File: src/hw/rtl/tabular_q_learning_update_defines.svh
// ----------------------------------------------------------------------------
// tabular q-learning update: assertion macros
// shared check macros, clocked on i_clk and masked while i_rst_n is low
// ----------------------------------------------------------------------------
`ifndef TABULAR_Q_LEARNING_UPDATE_DEFINES_SVH
`define TABULAR_Q_LEARNING_UPDATE_DEFINES_SVH

// same-cycle implication
`define QLU_ASSERT_IMP(label, ante, cons) \
    label: assert property (@(posedge i_clk) disable iff (!i_rst_n) (ante) |-> (cons)) \
        else $error("qlu check failed");

// next-cycle implication
`define QLU_ASSERT_NXT(label, ante, cons) \
    label: assert property (@(posedge i_clk) disable iff (!i_rst_n) (ante) |=> (cons)) \
        else $error("qlu check failed");

`endif

File: src/hw/rtl/qlu_pkg.sv
// ----------------------------------------------------------------------------
// qlu_pkg
// shared sizes, codes, types and address helper for the q-learning update
// ----------------------------------------------------------------------------
`default_nettype none

package qlu_pkg;

    // table geometry
    localparam int GRID_WIDTH  = 30;
    localparam int GRID_HEIGHT = 20;
    localparam int SITUATIONS  = 256;
    localparam int ACTIONS     = 4;

    localparam int CELLS  = GRID_WIDTH * GRID_HEIGHT;
    localparam int ROWS   = CELLS * SITUATIONS;
    localparam int CELL_W = (CELLS > 1) ? $clog2(CELLS) : 1;
    localparam int SIT_W  = $clog2(SITUATIONS);
    localparam int ROW_W  = $clog2(ROWS);

    // field widths
    localparam int COORD_W   = 7;
    localparam int SITCODE_W = 8;
    localparam int ACT_W     = 2;
    localparam int Q_W       = 32;
    localparam int RATE_W    = 16;
    localparam int FRAC_W    = 16;
    localparam int POS_W     = COORD_W + $clog2(GRID_WIDTH + 1) + 1;

    // arithmetic widths
    localparam int TD_W       = Q_W + 2;
    localparam int PROD1_W    = RATE_W + 1 + Q_W - 1;
    localparam int PROD2_W    = RATE_W + 1 + TD_W;
    localparam int STEP_W     = PROD2_W - FRAC_W;
    localparam int SUM_W      = STEP_W + 1;
    localparam int ROUND_HALF = 1 << (FRAC_W - 1);

    // stream words
    localparam int IN_DATA_W  = 80;
    localparam int OUT_DATA_W = 72;

    // opcodes
    localparam logic OP_UPDATE = 1'b0;
    localparam logic OP_QUERY  = 1'b1;

    // configuration registers
    localparam int   CFG_IDX_W     = 1;
    localparam logic REG_STEP_SIZE = 1'b0;
    localparam logic REG_DISCOUNT  = 1'b1;
    localparam logic [RATE_W-1:0] LR_RESET = 16'd6554;
    localparam logic [RATE_W-1:0] DF_RESET = 16'd64881;

    typedef logic [ROW_W-1:0] t_row;
    typedef logic [ACT_W-1:0] t_act;

    // controller to datapath
    typedef struct packed {
        logic clr_step;
        logic load_in;
        logic ld_addr;
        logic ld_max;
        logic ld_mul1;
        logic ld_td;
        logic ld_mul2;
        logic ld_out;
    } t_cmd;

    // datapath to controller
    typedef struct packed {
        logic is_query;
        logic clr_last;
        logic out_free;
    } t_sts;

    // row of (clamped position, clamped situation)
    function automatic t_row row_of(input logic signed [COORD_W-1:0] x,
                                    input logic signed [COORD_W-1:0] y,
                                    input logic [SITCODE_W-1:0] s);
        logic signed [POS_W-1:0] pos;
        logic [CELL_W-1:0]       cell_no;
        logic [SIT_W-1:0]        sit;
        pos = POS_W'(y) * POS_W'(GRID_WIDTH) + POS_W'(x);
        if (pos < 0) begin
            cell_no = '0;
        end else if (pos >= POS_W'(CELLS)) begin
            cell_no = CELL_W'(CELLS - 1);
        end else begin
            cell_no = CELL_W'(pos);
        end
        if ({1'b0, s} >= (SITCODE_W + 1)'(SITUATIONS)) begin
            sit = SIT_W'(SITUATIONS - 1);
        end else begin
            sit = SIT_W'(s);
        end
        return ROW_W'(cell_no) * ROW_W'(SITUATIONS) + ROW_W'(sit);
    endfunction

endpackage

`default_nettype wire

File: src/hw/rtl/qlu_ctrl.sv
// ----------------------------------------------------------------------------
// qlu_ctrl
// sequencer: clearing pass, then one word at a time through the datapath
// ----------------------------------------------------------------------------
`default_nettype none

module qlu_ctrl
    import qlu_pkg::*;
(
    input  wire logic i_clk,
    input  wire logic i_rst_n,
    input  wire logic i_s_valid,
    input  wire t_sts i_sts,
    output t_cmd      o_cmd,
    output logic      o_s_ready
);

    localparam logic [3:0] S_CLEAR = 4'd0;
    localparam logic [3:0] S_IDLE  = 4'd1;
    localparam logic [3:0] S_ADDR  = 4'd2;
    localparam logic [3:0] S_READ  = 4'd3;
    localparam logic [3:0] S_MAX   = 4'd4;
    localparam logic [3:0] S_MUL1  = 4'd5;
    localparam logic [3:0] S_TD    = 4'd6;
    localparam logic [3:0] S_MUL2  = 4'd7;
    localparam logic [3:0] S_WRITE = 4'd8;

    logic [3:0] r_state;
    logic [3:0] n_state;

    always_ff @(posedge i_clk) begin
        if (!i_rst_n) begin
            r_state <= S_CLEAR;
        end else begin
            r_state <= n_state;
        end
    end

    always_comb begin
        n_state = r_state;
        unique case (r_state)
            S_CLEAR: if (i_sts.clr_last) n_state = S_IDLE;
            S_IDLE:  if (i_s_valid) n_state = S_ADDR;
            S_ADDR:  n_state = S_READ;
            S_READ:  n_state = S_MAX;
            S_MAX:   n_state = i_sts.is_query ? S_WRITE : S_MUL1;
            S_MUL1:  n_state = S_TD;
            S_TD:    n_state = S_MUL2;
            S_MUL2:  n_state = S_WRITE;
            S_WRITE: if (i_sts.out_free) n_state = S_IDLE;
            default: n_state = S_CLEAR;
        endcase
    end

    assign o_s_ready        = (r_state == S_IDLE);
    assign o_cmd.clr_step   = (r_state == S_CLEAR);
    assign o_cmd.load_in    = (r_state == S_IDLE) && i_s_valid;
    assign o_cmd.ld_addr    = (r_state == S_ADDR);
    assign o_cmd.ld_max     = (r_state == S_MAX);
    assign o_cmd.ld_mul1    = (r_state == S_MUL1);
    assign o_cmd.ld_td      = (r_state == S_TD);
    assign o_cmd.ld_mul2    = (r_state == S_MUL2);
    assign o_cmd.ld_out     = (r_state == S_WRITE) && i_sts.out_free;

endmodule

`default_nettype wire

File: config.mk
export PLATFORM = sky130hd
export DESIGN_NAME = qlu_ctrl
export DESIGN_NICKNAME = d
export VERILOG_FILES = /design/src/hw/rtl/tabular_q_learning_update_defines.svh /design/src/hw/rtl/qlu_pkg.sv /design/src/hw/rtl/qlu_ctrl.sv
export SDC_FILE = /design/constraint.sdc
export NUM_CORES = 1
export LEC_CHECK = 0
export BUFFER_PORTS_ARGS = -buffer_cell sky130_fd_sc_hd__buf_2
export CAP_MARGIN = 20
export CORE_AREA = 2 2 39 41
export CTS_CLUSTER_DIAMETER = 50
export DETAILED_ROUTE_END_ITERATION = 8
export DIE_AREA = 0 0 41 43
export SYNTH_ARGS = -nofsm -noshare
export SYNTH_HDL_FRONTEND = slang
export SYNTH_SLANG_ARGS = --single-unit
File: constraint.sdc
create_clock -name i_clk -period 1.8 [get_ports i_clk]
set_clock_uncertainty 0.15 [all_clocks]
set_input_delay 0.18 -clock i_clk [delete_from_list [all_inputs] [get_ports i_clk]]
set_output_delay 0.18 -clock i_clk [all_outputs]
set_load 0.005 [all_outputs]
# Yosys cells after proc, flatten, opt, wreduce, memory -nomap -nowiden
# Cells that the tools add are included.
classes:
  n_eq_ne: 11
  n_mux: 5
  reduce_logical: 4
op_table:
  columns: ["operator", "count"]
  rows:
  - ["one-hot mux 4 bit (9 select lines)", 1]
  - ["equality test 4 x 3 -> 1 bit (second input constant)", 4]
  - ["2-to-1 mux 4 bit", 4]
  - ["equality test 4 x 2 -> 1 bit (second input constant)", 2]
  - ["inequality test 2 bit (second input constant)", 3]
  - ["equality test 4 x 1 -> 1 bit (second input constant)", 1]
  - ["equality test 4 bit (second input constant)", 1]
  - ["logical NOT 4 bit", 1]
  - ["AND reduction 3 bit", 1]
  - ["logical AND 1 bit", 2]
word_totals:
  output_inout_bits: 9
  ff_bits: 4
  wordCells: 21
  input_bits: 6

# Depth between registers and ports, before layout
# Gate-level depths: netlist of run 1.
depth:
  depth_word: 3
  ltp_mapped: 4

# Worst setup path after synthesis of run 1
# No wires, ideal clock.
synth_timing:
  path_kind: "register -> output"
  from: "register r_state[3]"
  to: "output o_cmd[6] (netlist bit)"
  path_stages_with_launch: 4
  n_path_buf: 1
  required_time_ps: 1470
  path_slack_ps: 337
  arrival_time_ps: 1133
  path_cell_list: "dfxtp_1 > buf_2 > nor4b_1 > and2_1"
synth_rtl:
  columns: ["item", "line_no", "source"]
  rows:
  - ["start: declaration", "qlu_ctrl.sv:28", "logic [3:0] r_state;"]
  - ["start signal: assignment", "qlu_ctrl.sv:35", "r_state <= n_state;"]
  - ["end: declaration", "qlu_ctrl.sv:14", "output t_cmd o_cmd,"]

==> summary.md, run 1 <==
| Metric | Value |
|---|---|
| Outcome | complete, no violations |
| Vias post-DR | 340 |
| WL per Instance | 11.28 um |
| Net Count, Synth | 46 |
| Vias in the first global route | 321 |
| Final hold violation count | 0 |
| Layout area overhead | 31.25% |
| Seq/Total Area, Yosys | 0.2353 |
| Top cells by area, synth | dfxtp_1 24%, o32ai_4 8.1%, nand2b_1 5.5% |
| Final HPWL DP | 646.6 um |
| Drt total wl | 801 um |
| Final setup viols | 0 |
| Post-Syn Instances | 40 |
| Min Tclk post-route | 1.734 ns |
| Core area | 1384 um^2 |
| Port bufs | 14 |
| H-Tree Depth | 1 |
| Hold path endpoint | r_state[3]$_SDFFE_PN0P_ |
| Die area | 1763 um^2 |
| Synth Register Bits | 4 |
| R2R Setup Slk | 0.33 ns |
| CP Launch Type | register |
| FF-to-FF Start | r_state[2]$_SDFFE_PN0P_ |
| Initial antenna violation count | 0 |
| Slew headroom | 0.7688 |
| CTS tree | yes |
| Pwr/cell area | 829.7 nW/um^2 |
| Setup TNS | 0 ns |
| Worst EP required | 1.47 ns |
| CP Class | register to output pin |
| MaxCap Viol Count | 0 |
| Power Total | 0.3706 mW |
| Worst Tran Pin Value | 0.3463 ns |
| Post-route ant nets | 0 |
| Clk root buf | clkbuf_4 |
| Die H | 43 um |
| Highest clock rate | 576.8 MHz |
| Die width | 41 um |
| Syn_area_per_cell | 8.508 um^2 |
| Yosys warnings | 0 |
| CTS Sinks | 4 |
| Grt total ovfl | 0 |
| Crit share post-route | 0.9632 |
| Sequential power share | 0.326 |
| CP Data Arrival Time | 1.40 ns |
| Num CTS Buffers | 3 |
| Critical path peak fanout | 10 |
| Drt drc | 0 |
| CP max stage delay | 0.55 ns |
| HP Start | i_rst_n |
| Biggest register | r_state |
| Util after Layout | 0.3228 |
| Routability cong. | 0.7870 |
| Violation count after the first detailed-routing iteration | 4 |
| Internal power | 0.2501 mW |
| Largest net degree at the start of global routing | 11 |
| Cell depth of the worst flop-to-flop path | 3 |
| Pins Over Slew Limit | 0 |
| Vias per cell | 4.789 |
| Site Rows | 14 |
| Longest Clk Path Bufs | 2 |
| Cell count after placement | 68 |
| Post-synth top area cell | dfxtp_1 |
| VDD IR-drop max | 0.3261 mV |
| Share of cells above drive strength 1 | 0.4545 |
| Slowest CP cell | or4b_4 |
| Final net count | 63 |
| Pre-antenna DRT Iters | 3 |
| Leakage power | 0.1918 nW |
| Critical path capture point type | output pin |
| Setup repair after global routing missed its margin | yes |
| Ant. Diodes | 0 |
| First-pass GRT wire length | 1.407 mm |
| Synth top area share | 0.2353 |
| Sw Share | 0.3251 |
| Clock latency on the worst-skew pair | 0.24 ns |
| CP Cell Sequence | or4b_4, nor2_1, buf_2 |
| NetSw | 0.1205 mW |
| RR Endpoint | r_state[0]$_SDFFE_PN0P_ |
| Total GRT Usage | 0.1205 |
| Clock power share | 0.310 |
| Number of distinct library cells after synthesis | 26 |
| Clk slew on worst S/H paths | 0.04 ns |
| Comb pwr share | 0.363 |
| Mapped Area | 340.3 um^2 |
| Final Non-Filler Cells | 71 |
| Min-Delay Path Class | input port to register |
| # IOs | 15 |
| Initial Utilization | 0.2459 |
| Number of cells on the worst hold path | 2 |
| Top flop regs | r_state: 4 flops |
| Max reg flops | 4 |
[cells in the mapped netlist]
| master | count |
|---|---|
| nand2b_1 | 3 |
| nand3b_1 | 2 |
| or3b_1 | 1 |
| nor4b_1 | 2 |
| xnor2_1 | 1 |
| nor3_1 | 3 |
| a21boi_0 | 1 |
| buf_4 | 1 |
| a311oi_1 | 1 |
| a21oi_1 | 1 |
| buf_2 | 2 |
| inv_1 | 3 |
| nor2_1 | 3 |
| o32ai_4 | 1 |
| or4b_4 | 1 |
| nand3_1 | 1 |
| nand2_1 | 1 |
| o41ai_1 | 1 |
| mux2_2 | 1 |
| and2_1 | 1 |
| or2_2 | 1 |
| dfxtp_1 | 4 |
| buf_6 | 1 |
| o21a_1 | 1 |
| a211oi_1 | 1 |
| nor4_1 | 1 |
[through the flow]
step	cell area, um^2	hold slack [ns]	worst slack (ns)
6_report	446.7	0.06573	0.06630
5_1_grt	446.7	0.06783	-0.005842
4_1_cts	439.2	0.06457	0.05109
3_5_place_dp	416.7	0.3214	0.3198
3_3_place_gp	416.7	0.3164	0.3202
2_1_floorplan	340.3	0.1477	0.3367
[critical path: cells and delay by family, from the launching register on]
kind	cells	cell delay, ns
simple gates	2	0.65
buf+inv	1	0.11
flops	1	0.40
[power groups by stage]
stage	Combinational, mW	Sequential, mW	Clock (mW)
5_1_grt	0.151	0.124	0.129
4_1_cts	0.134	0.119	0.122
6_report	0.135	0.121	0.115
3_5_place_dp	0.134	0.120	0
3_3_place_gp	0.132	0.120	0
2_1_floorplan	0.112	0.107	0
[per-layer routing]
metal	global-route usage	wire length (um)
met3	0.06283	53
met4	0.06000	0
met1	0.1576	354
met5	0	0
met2	0.1563	392
[timing repair]
action,in CTS,in global routing
endpoints found under the setup margin,0,2
endpoints found under the hold margin,0,0
buffers inserted,0,0
hold buffers,0,0
resized for setup,0,2
[area by class of cell]
cell class | instances | area, um^2
Timing Repair Buffer | 16 | 85.08
Multi-Input combinational cell | 29 | 226.5
Tap cell | 16 | 20.02
Clock buffer | 3 | 22.52
Sequential cell | 4 | 81.33
Fill cell | 145 | 937.1
Inverter | 3 | 11.26
[cells by family (layout without fill, tap and decap cells)]
group	count (synthesis)	in the layout	synth area share
simple gates	20	20	0.3750
compound gates	7	7	0.2133
mux	1	1	0.03309
buf+inv	7	22	0.1177
xor+xnor	1	1	0.02574
flops	4	4	0.2353
[layout by cell type (no fill, tap or decap)]
master,Yosys,layout
nand3_1,1,1
nor4b_2,0,1
dfxtp_2,0,1
o41ai_1,1,1
and2_1,1,1
clkbuf_4,0,3
nand3b_1,2,2
a211oi_1,1,1
nor4_1,1,1
or3b_1,1,1
xnor2_1,1,1
nand2b_1,3,3
a21oi_1,1,1
buf_4,1,2
a21boi_0,1,1
dfxtp_1,4,3
or4b_4,1,1
nor3_1,3,3
buf_2,2,14
a311oi_1,1,1
inv_1,3,3
nor4b_1,2,1
nand2_1,1,1
mux2_2,1,1
o32ai_4,1,1
or2_2,1,1
o21a_1,1,1
nor2_1,3,3
[worst max path at each step]
stage | start | to | slack, ns | cells after the start
after floorplan | r_state[3]$_SDFFE_PN0P_ | o_cmd[6] | 0.34 | 3
after global placement | r_state[1]$_SDFFE_PN0P_ | o_cmd[0] | 0.32 | 3
after detailed placement | r_state[1]$_SDFFE_PN0P_ | o_cmd[0] | 0.32 | 3
after CTS | r_state[1]$_SDFFE_PN0P_ | o_cmd[0] | 0.05 | 3
after global routing | r_state[2]$_SDFFE_PN0P_ | o_cmd[0] | -0.006 | 3
final | r_state[2]$_SDFFE_PN0P_ | o_cmd[0] | 0.07 | 3
No activity file was read; power rests on OpenSTA's default activity.
==> run 2: changes to the inputs <==
==> constraint.sdc (replaced) <==
create_clock -name i_clk -period 1.8 [get_ports i_clk]
set_clock_uncertainty 0.15 [all_clocks]
set_input_delay 0.09 -clock i_clk [delete_from_list [all_inputs] [get_ports i_clk]]
set_output_delay 0.09 -clock i_clk [all_outputs]
set_load 0.005 [all_outputs]
==> run 2 against run 1 <==
Compared with the run above:
- total power up 1.0%
- final area up 2.8%
- register-to-register slack about the same
- largest power group unchanged
- count of clock-buffer cells in the layout unchanged
- worst hold slack worse by 0.020 ns
- setup slack better by 0.084 ns
- non-clock buffer count up 2
- die area unchanged
- combinational power about the same
==> summary.md, run 2 (synthesized netlist as in run 1, its figures left out) <==
| Metric | Value |
|---|---|
| Outcome | complete, no violations |
| Drt drc | 0 (unchanged) |
| Initial antenna violation count | 0 (unchanged) |
| Worst Tran Pin Value | 0.4495 ns (+0.1032 ns) |
| CP Launch Type | register |
| Slew headroom | 0.6961 (-0.07271) |
| Ant. Diodes | 0 (unchanged) |
| Vias per cell | 5.000 (+4.4%) |
| Pre-antenna DRT Iters | 3 (unchanged) |
| DP Worst Slack | 0.3292 ns (+0.009395 ns) |
| CP Data Arrival Time | 1.41 ns (about the same) |
| Vias post-DR | 365 (+7.4%) |
| Leakage power | 0.1973 nW (+2.9%) |
| Core area | 1384 um^2 (unchanged) |
| Pins Over Slew Limit | 0 (unchanged) |
| Setup repair after global routing missed its margin | no |
| CP max stage delay | 0.57 ns (+0.02 ns) |
| Largest net degree at the start of global routing | 11 (unchanged) |
| Die area | 1763 um^2 (unchanged) |
| Critical path capture point type | output pin |
| Routability cong. | 0.7513 (-4.5%) |
| Final worst slack | 0.1503 ns (+0.08400 ns) |
| Min Tclk post-route | 1.650 ns (-0.08400 ns) |
| CTS Sinks | 4 (unchanged) |
| Grt total ovfl | 0 (unchanged) |
| Final Non-Filler Cells | 73 (+2.8%) |
| Biggest register | r_state |
| Share of cells above drive strength 1 | 0.4035 (-0.05104) |
| First-pass GRT wire length | 1.255 mm (-11%) |
| Min-Delay Path Class | input port to register |
| Setup TNS | 0 ns (unchanged) |
| Post-route cell area | 459.2 um^2 (+2.8%) |
| Worst EP required | 1.56 ns (+0.09 ns) |
| Clock latency on the worst-skew pair | 0.24 ns (about the same) |
| Total GRT Usage | 0.1124 (-0.008032) |
| Final net count | 65 (+3.2%) |
| Pwr/cell area | 815.6 nW/um^2 (-1.7%) |
| Site Rows | 14 (unchanged) |
| Violation count after the first detailed-routing iteration | 1 (-3) |
| Commonest non-fill, non-tap cell in the layout | buf_2 |
| Vias in the first global route | 292 (-9.0%) |
| CP Cell Sequence | or4b_4, nor2_1, buf_2 |
| MaxCap Viol Count | 0 (unchanged) |
| PostCTS Resize Cnt | 0 (unchanged) |
| # IOs | 15 (unchanged) |
| Dpl cell area | 416.7 um^2 (unchanged) |
| Port bufs | 14 (unchanged) |
| Initial Utilization | 0.2459 (unchanged) |
| Final setup viols | 0 (unchanged) |
| Most frequent cells in the layout | 14 x buf_2, 4 x dfxtp_1 |
| Die width | 41 um (unchanged) |
| WL per Instance | 10.88 um (-3.6%) |
| Layout area overhead | 34.93% |
| Max reg flops | 4 (unchanged) |
| Num CTS Buffers | 3 (unchanged) |
| Highest clock rate | 606.2 MHz (+5.1%) |
| Final HPWL DP | 606.5 um (-6.2%) |
| Drt total wl | 794 um (-0.87%) |
| Clk root buf | clkbuf_4 |
| CP Class | register to output pin |
| Crit share post-route | 0.9165 (-0.04667) |
| Cell count after placement | 68 (unchanged) |
| VDD IR-drop max | 0.2076 mV (-36%) |
| CTS tree | yes |
| Final hold violation count | 0 (unchanged) |
| Post-route ant nets | 0 (unchanged) |
| Longest Clk Path Bufs | 2 (unchanged) |
| H-Tree Depth | 1 (unchanged) |
| Clk slew on worst S/H paths | 0.04 ns (about the same) |
| Die H | 43 um (unchanged) |
| Critical path peak fanout | 10 (unchanged) |
| Slowest CP cell | or4b_4 |
| Top flop regs | r_state: 4 flops |
[run 2: through the flow]
stage / hold slack (ns) / utilization / power, mW
3_5_place_dp: 0.2384 / 0.3011 / 0.2557
4_1_cts: 0.04024 / 0.3318 / 0.3780
6_report: 0.04524 / 0.3318 / 0.3745
2_1_floorplan: 0.05773 / - / 0.2190
3_3_place_gp: 0.2416 / 0.3011 / 0.2531
5_1_grt: 0.07264 / 0.3318 / 0.4008
[run 2: per-layer routing]
layer | vias to the layer above | GRT usage | part of all wire
met5 | - | 0 | 0
met4 | 0 | 0.1600 | 0.076
met3 | 7 | 0.01571 | 0.050
met2 | 13 | 0.1375 | 0.45
met1 | 166 | 0.1318 | 0.42
li1 | 179 | - | -
[run 2: timing repair]
action / CTS / global route
hold endpoints to repair: 4 / 0
setup buffers: 0 / 0
hold buffers: 2 / 0
[run 2: cell type report]
class / instances / area, um^2
Sequential cell: 4 / 80.08
Tap cell: 16 / 20.02
Inverter: 3 / 11.26
Timing Repair Buffer: 18 / 105.1
Fill cell: 159 / 924.6
Clock buffer: 3 / 22.52
Multi-Input combinational cell: 29 / 220.2
[run 2: path summary, 6_finish.rpt]
kind	from	to	slack, ns	depth (start not counted)
setup / recovery	r_state[1]$_SDFFE_PN0P_	o_cmd[0]	0.15	3
hold / removal	i_sts[0]	r_state[1]$_SDFFE_PN0P_	0.05	3
setup reg to reg	r_state[1]$_SDFFE_PN0P_	r_state[0]$_SDFFE_PN0P_	0.32	3
hold reg to reg	r_state[2]$_SDFFE_PN0P_	r_state[2]$_SDFFE_PN0P_	0.49	2
[run 2: critical path, delay by kind of cell, from the launching register on]
family                 cells  cell delay (ns)
buffers and inverters      1             0.11
flip-flops                 1             0.39
AND/OR/NAND/NOR            2             0.67
[run 2: where the power goes]
group          internal, mW  switching (mW)  leakage [nW]
Clock                0.0750          0.0426        0.0138
Sequential           0.0996          0.0197        0.0326
Combinational        0.0753          0.0622         0.151
Total                 0.250           0.125         0.197
==> run 3: changes to the inputs <==
--- a/config.mk
+++ b/config.mk
@@ -7,10 +7,10 @@
 export LEC_CHECK = 0
 export BUFFER_PORTS_ARGS = -buffer_cell sky130_fd_sc_hd__buf_2
 export CAP_MARGIN = 20
-export CORE_AREA = 2 2 39 41
+export CORE_AREA = 4 4 41 43
 export CTS_CLUSTER_DIAMETER = 50
 export DETAILED_ROUTE_END_ITERATION = 8
-export DIE_AREA = 0 0 41 43
+export DIE_AREA = 0 0 45 47
 export SYNTH_ARGS = -nofsm -noshare
 export SYNTH_HDL_FRONTEND = slang
 export SYNTH_SLANG_ARGS = --single-unit
==> run 3 against run 2 <==
Compared with the run above:
- die area rose by 20%
- count of clock-buffer cells in the layout did not move
- global-route usage fell by 0.88 points
- combinational power barely moved
- worst hold slack got worse by 0.022 ns
- highest routed layer unchanged
- critical path depth did not move
- non-clock buffer count fell by 1
- first-iteration DRC count rose to 8.0 times the previous value
- final area fell by 1.1%
- core utilization rose by 1.7 points
- flip-flop and latch count did not move
==> summary.md, run 3 (synthesized netlist as in run 1, its figures left out) <==
| Metric | Value |
|---|---|
| Drt drc | 0 (unchanged) |
| NetSw | 0.1263 mW (+1.4%) |
| Share of cells above drive strength 1 | 0.4286 (+0.02506) |
| Cell count after placement | 67 (-1.5%) |
| Outcome | complete, no violations |
| CP max stage delay | 0.52 ns (-0.05 ns) |
| Longest Clk Path Bufs | 2 (unchanged) |
| Layout area overhead | 33.46% |
| Largest delay contributor family on the critical path | simple AND/OR/NAND/NOR gates |
| Critical path peak fanout | 9 (-1) |
| Vias post-DR | 344 (-5.8%) |
| CP Data Arrival Time | 1.43 ns (+0.02 ns) |
| CTS Sinks | 4 (unchanged) |
| Max reg flops | 4 (unchanged) |
| Critical path capture point type | output pin |
| Die width | 45 um (+9.8%) |
| VDD IR-drop max | 0.4061 mV (+96%) |
| H-Tree Depth | 1 (unchanged) |
| Clock power share | 0.312 (-0.002) |
| Core area | 1301 um^2 (-6.0%) |
| Num CTS Buffers | 3 (unchanged) |
| Clock latency on the worst-skew pair | 0.25 ns (about the same) |
| Final Non-Filler Cells | 71 (-2.7%) |
| Slowest CP cell | or4b_4 |
| Most frequent cells in the layout | 14 x buf_2, 4 x dfxtp_1 |
| Pwr/cell area | 829.8 nW/um^2 (+1.7%) |
| Final hold violation count | 0 (unchanged) |
| Util after Layout | 0.3490 (+0.01721) |
| Filler cells | 144 (-9.4%) |
| Pre-antenna DRT Iters | 4 (+1) |
| Initial antenna violation count | 0 (unchanged) |
| Clk slew on worst S/H paths | 0.04 ns (about the same) |
| Sequential Area | 80.08 um^2 (unchanged) |
| Number of setup buffers added after CTS | 0 (unchanged) |
| Largest net degree at the start of global routing | 11 (unchanged) |
| Die area | 2115 um^2 (+20%) |
| Drt total wl | 837 um (+5.4%) |
| CTS tree | yes |
| Total GRT Usage | 0.1036 (-0.008811) |
| Final setup viols | 0 (unchanged) |
| Setup repair after global routing missed its margin | no |
| CP Cell Sequence | or4b_4, nor2_1, buf_2 |
| WL per Instance | 11.79 um (+8.4%) |
| Highest clock rate | 598.9 MHz (-1.2%) |
| Site Rows | 13 (-1) |
| Die H | 47 um (+9.3%) |
| Leakage power | 0.1956 nW (-0.90%) |
| WP buf/inv | 1 (unchanged) |
| Routability cong. | 0.7334 (-2.4%) |
| Worst Tran Pin Value | 0.3333 ns (-0.1162 ns) |
| CP Launch Type | register |
| Initial Utilization | 0.2615 (+0.01561) |
| # IOs | 15 (unchanged) |
| CP Class | register to output pin |
| Pins Over Slew Limit | 0 (unchanged) |
| Biggest register | r_state |
| Multi-input gate area | 226.5 um^2 (+2.8%) |
| Slew headroom | 0.7772 (+0.08110) |
| Worst EP required | 1.56 ns (about the same) |
| Sequential power share | 0.329 (+0.010) |
| Crit share post-route | 0.9276 (+0.01110) |
| Ant. Diodes | 0 (unchanged) |
| Grt total ovfl | 0 (unchanged) |
| MaxCap Viol Count | 0 (unchanged) |
| Clk root buf | clkbuf_4 |
| Vias in the first global route | 329 (+13%) |
| Commonest non-fill, non-tap cell in the layout | buf_2 |
| Final net count | 64 (-1.5%) |
| Min-Delay Path Class | input port to register |
| Setup TNS | 0 ns (unchanged) |
| Power Total | 0.3769 mW (+0.64%) |
| Final HPWL DP | 636.6 um (+5.0%) |
| First-pass GRT wire length | 1.462 mm (+16%) |
| Vias per cell | 4.845 (-3.1%) |
| Top flop regs | r_state: 4 flops |
| Port bufs | 14 (unchanged) |
| Internal power | 0.2506 mW (+0.28%) |
| Violation count after the first detailed-routing iteration | 8 (+7) |
| Comb pwr share | 0.359 (-0.008) |
| Post-route ant nets | 0 (unchanged) |
| Sw Share | 0.3351 (+0.002394) |
| Min Tclk post-route | 1.670 ns (+0.01999 ns) |
[run 3: power by group through the flow]
stage	Sequential (mW)	Clock, mW	Combinational, mW
CTS	0.123	0.123	0.134
detailed placement	0.125	0	0.131
global route	0.129	0.133	0.151
finish	0.124	0.118	0.135
global placement	0.125	0	0.131
floorplan	0.107	0	0.112
[run 3: area by class of cell]
| class | instances | share of cell area |
|---|---|---|
| multi-input combinational | 29 | 0.4986 |
| timing repair buffer | 17 | 0.2094 |
| sequential | 4 | 0.1763 |
| clock buffer | 3 | 0.04959 |
| tap | 15 | 0.04132 |
| inverter | 3 | 0.02479 |
[run 3: repair_timing]
item / CTS / global route
endpoints found under the hold margin: 2 / 0
endpoints found under the setup margin: 0 / 1
resized for setup: 0 / 1
hold buffers: 1 / 0
[run 3: path summary, 6_finish.rpt]
kind	from	endpoint	slack (ns)	cells past startpoint
setup reg to reg	r_state[3]$_SDFFE_PN0P_	r_state[0]$_SDFFE_PN0P_	0.30	3
hold reg to reg	r_state[0]$_SDFFE_PN0P_	r_state[2]$_SDFFE_PN0P_	0.49	2
setup / recovery	r_state[3]$_SDFFE_PN0P_	o_cmd[0]	0.13	3
hold / removal	i_s_valid	r_state[0]$_SDFFE_PN0P_	0.02	3
[run 3: worst reg2reg max path, stage by stage (launching register included)]
cell	delay, ns
dfxtp_1	0.46
or4b_4	0.52
o32ai_4	0.15
o41ai_1	0.11
[run 3: stage by stage]
| step | instance area (um^2) | setup slack [ns] | hold slack, ns |
|---|---|---|---|
| 2_1_floorplan | 340.3 | 0.3703 | 0.05773 |
| 3_3_place_gp | 415.4 | 0.3295 | 0.2236 |
| 3_5_place_dp | 415.4 | 0.3141 | 0.2152 |
| 4_1_cts | 447.9 | 0.06851 | 0.007455 |
| 5_1_grt | 454.2 | 0.01999 | 0.03682 |
| 6_report | 454.2 | 0.1303 | 0.02317 |
[run 3: metal layers]
layer,up-vias,track usage,wire [um],part of all wire
met2,7,0.1610,442,0.53
met5,-,0,0,0
met1,156,0.1073,333,0.40
met3,4,0.06897,47,0.056
li1,177,-,-,-
met4,0,0.05263,14,0.017
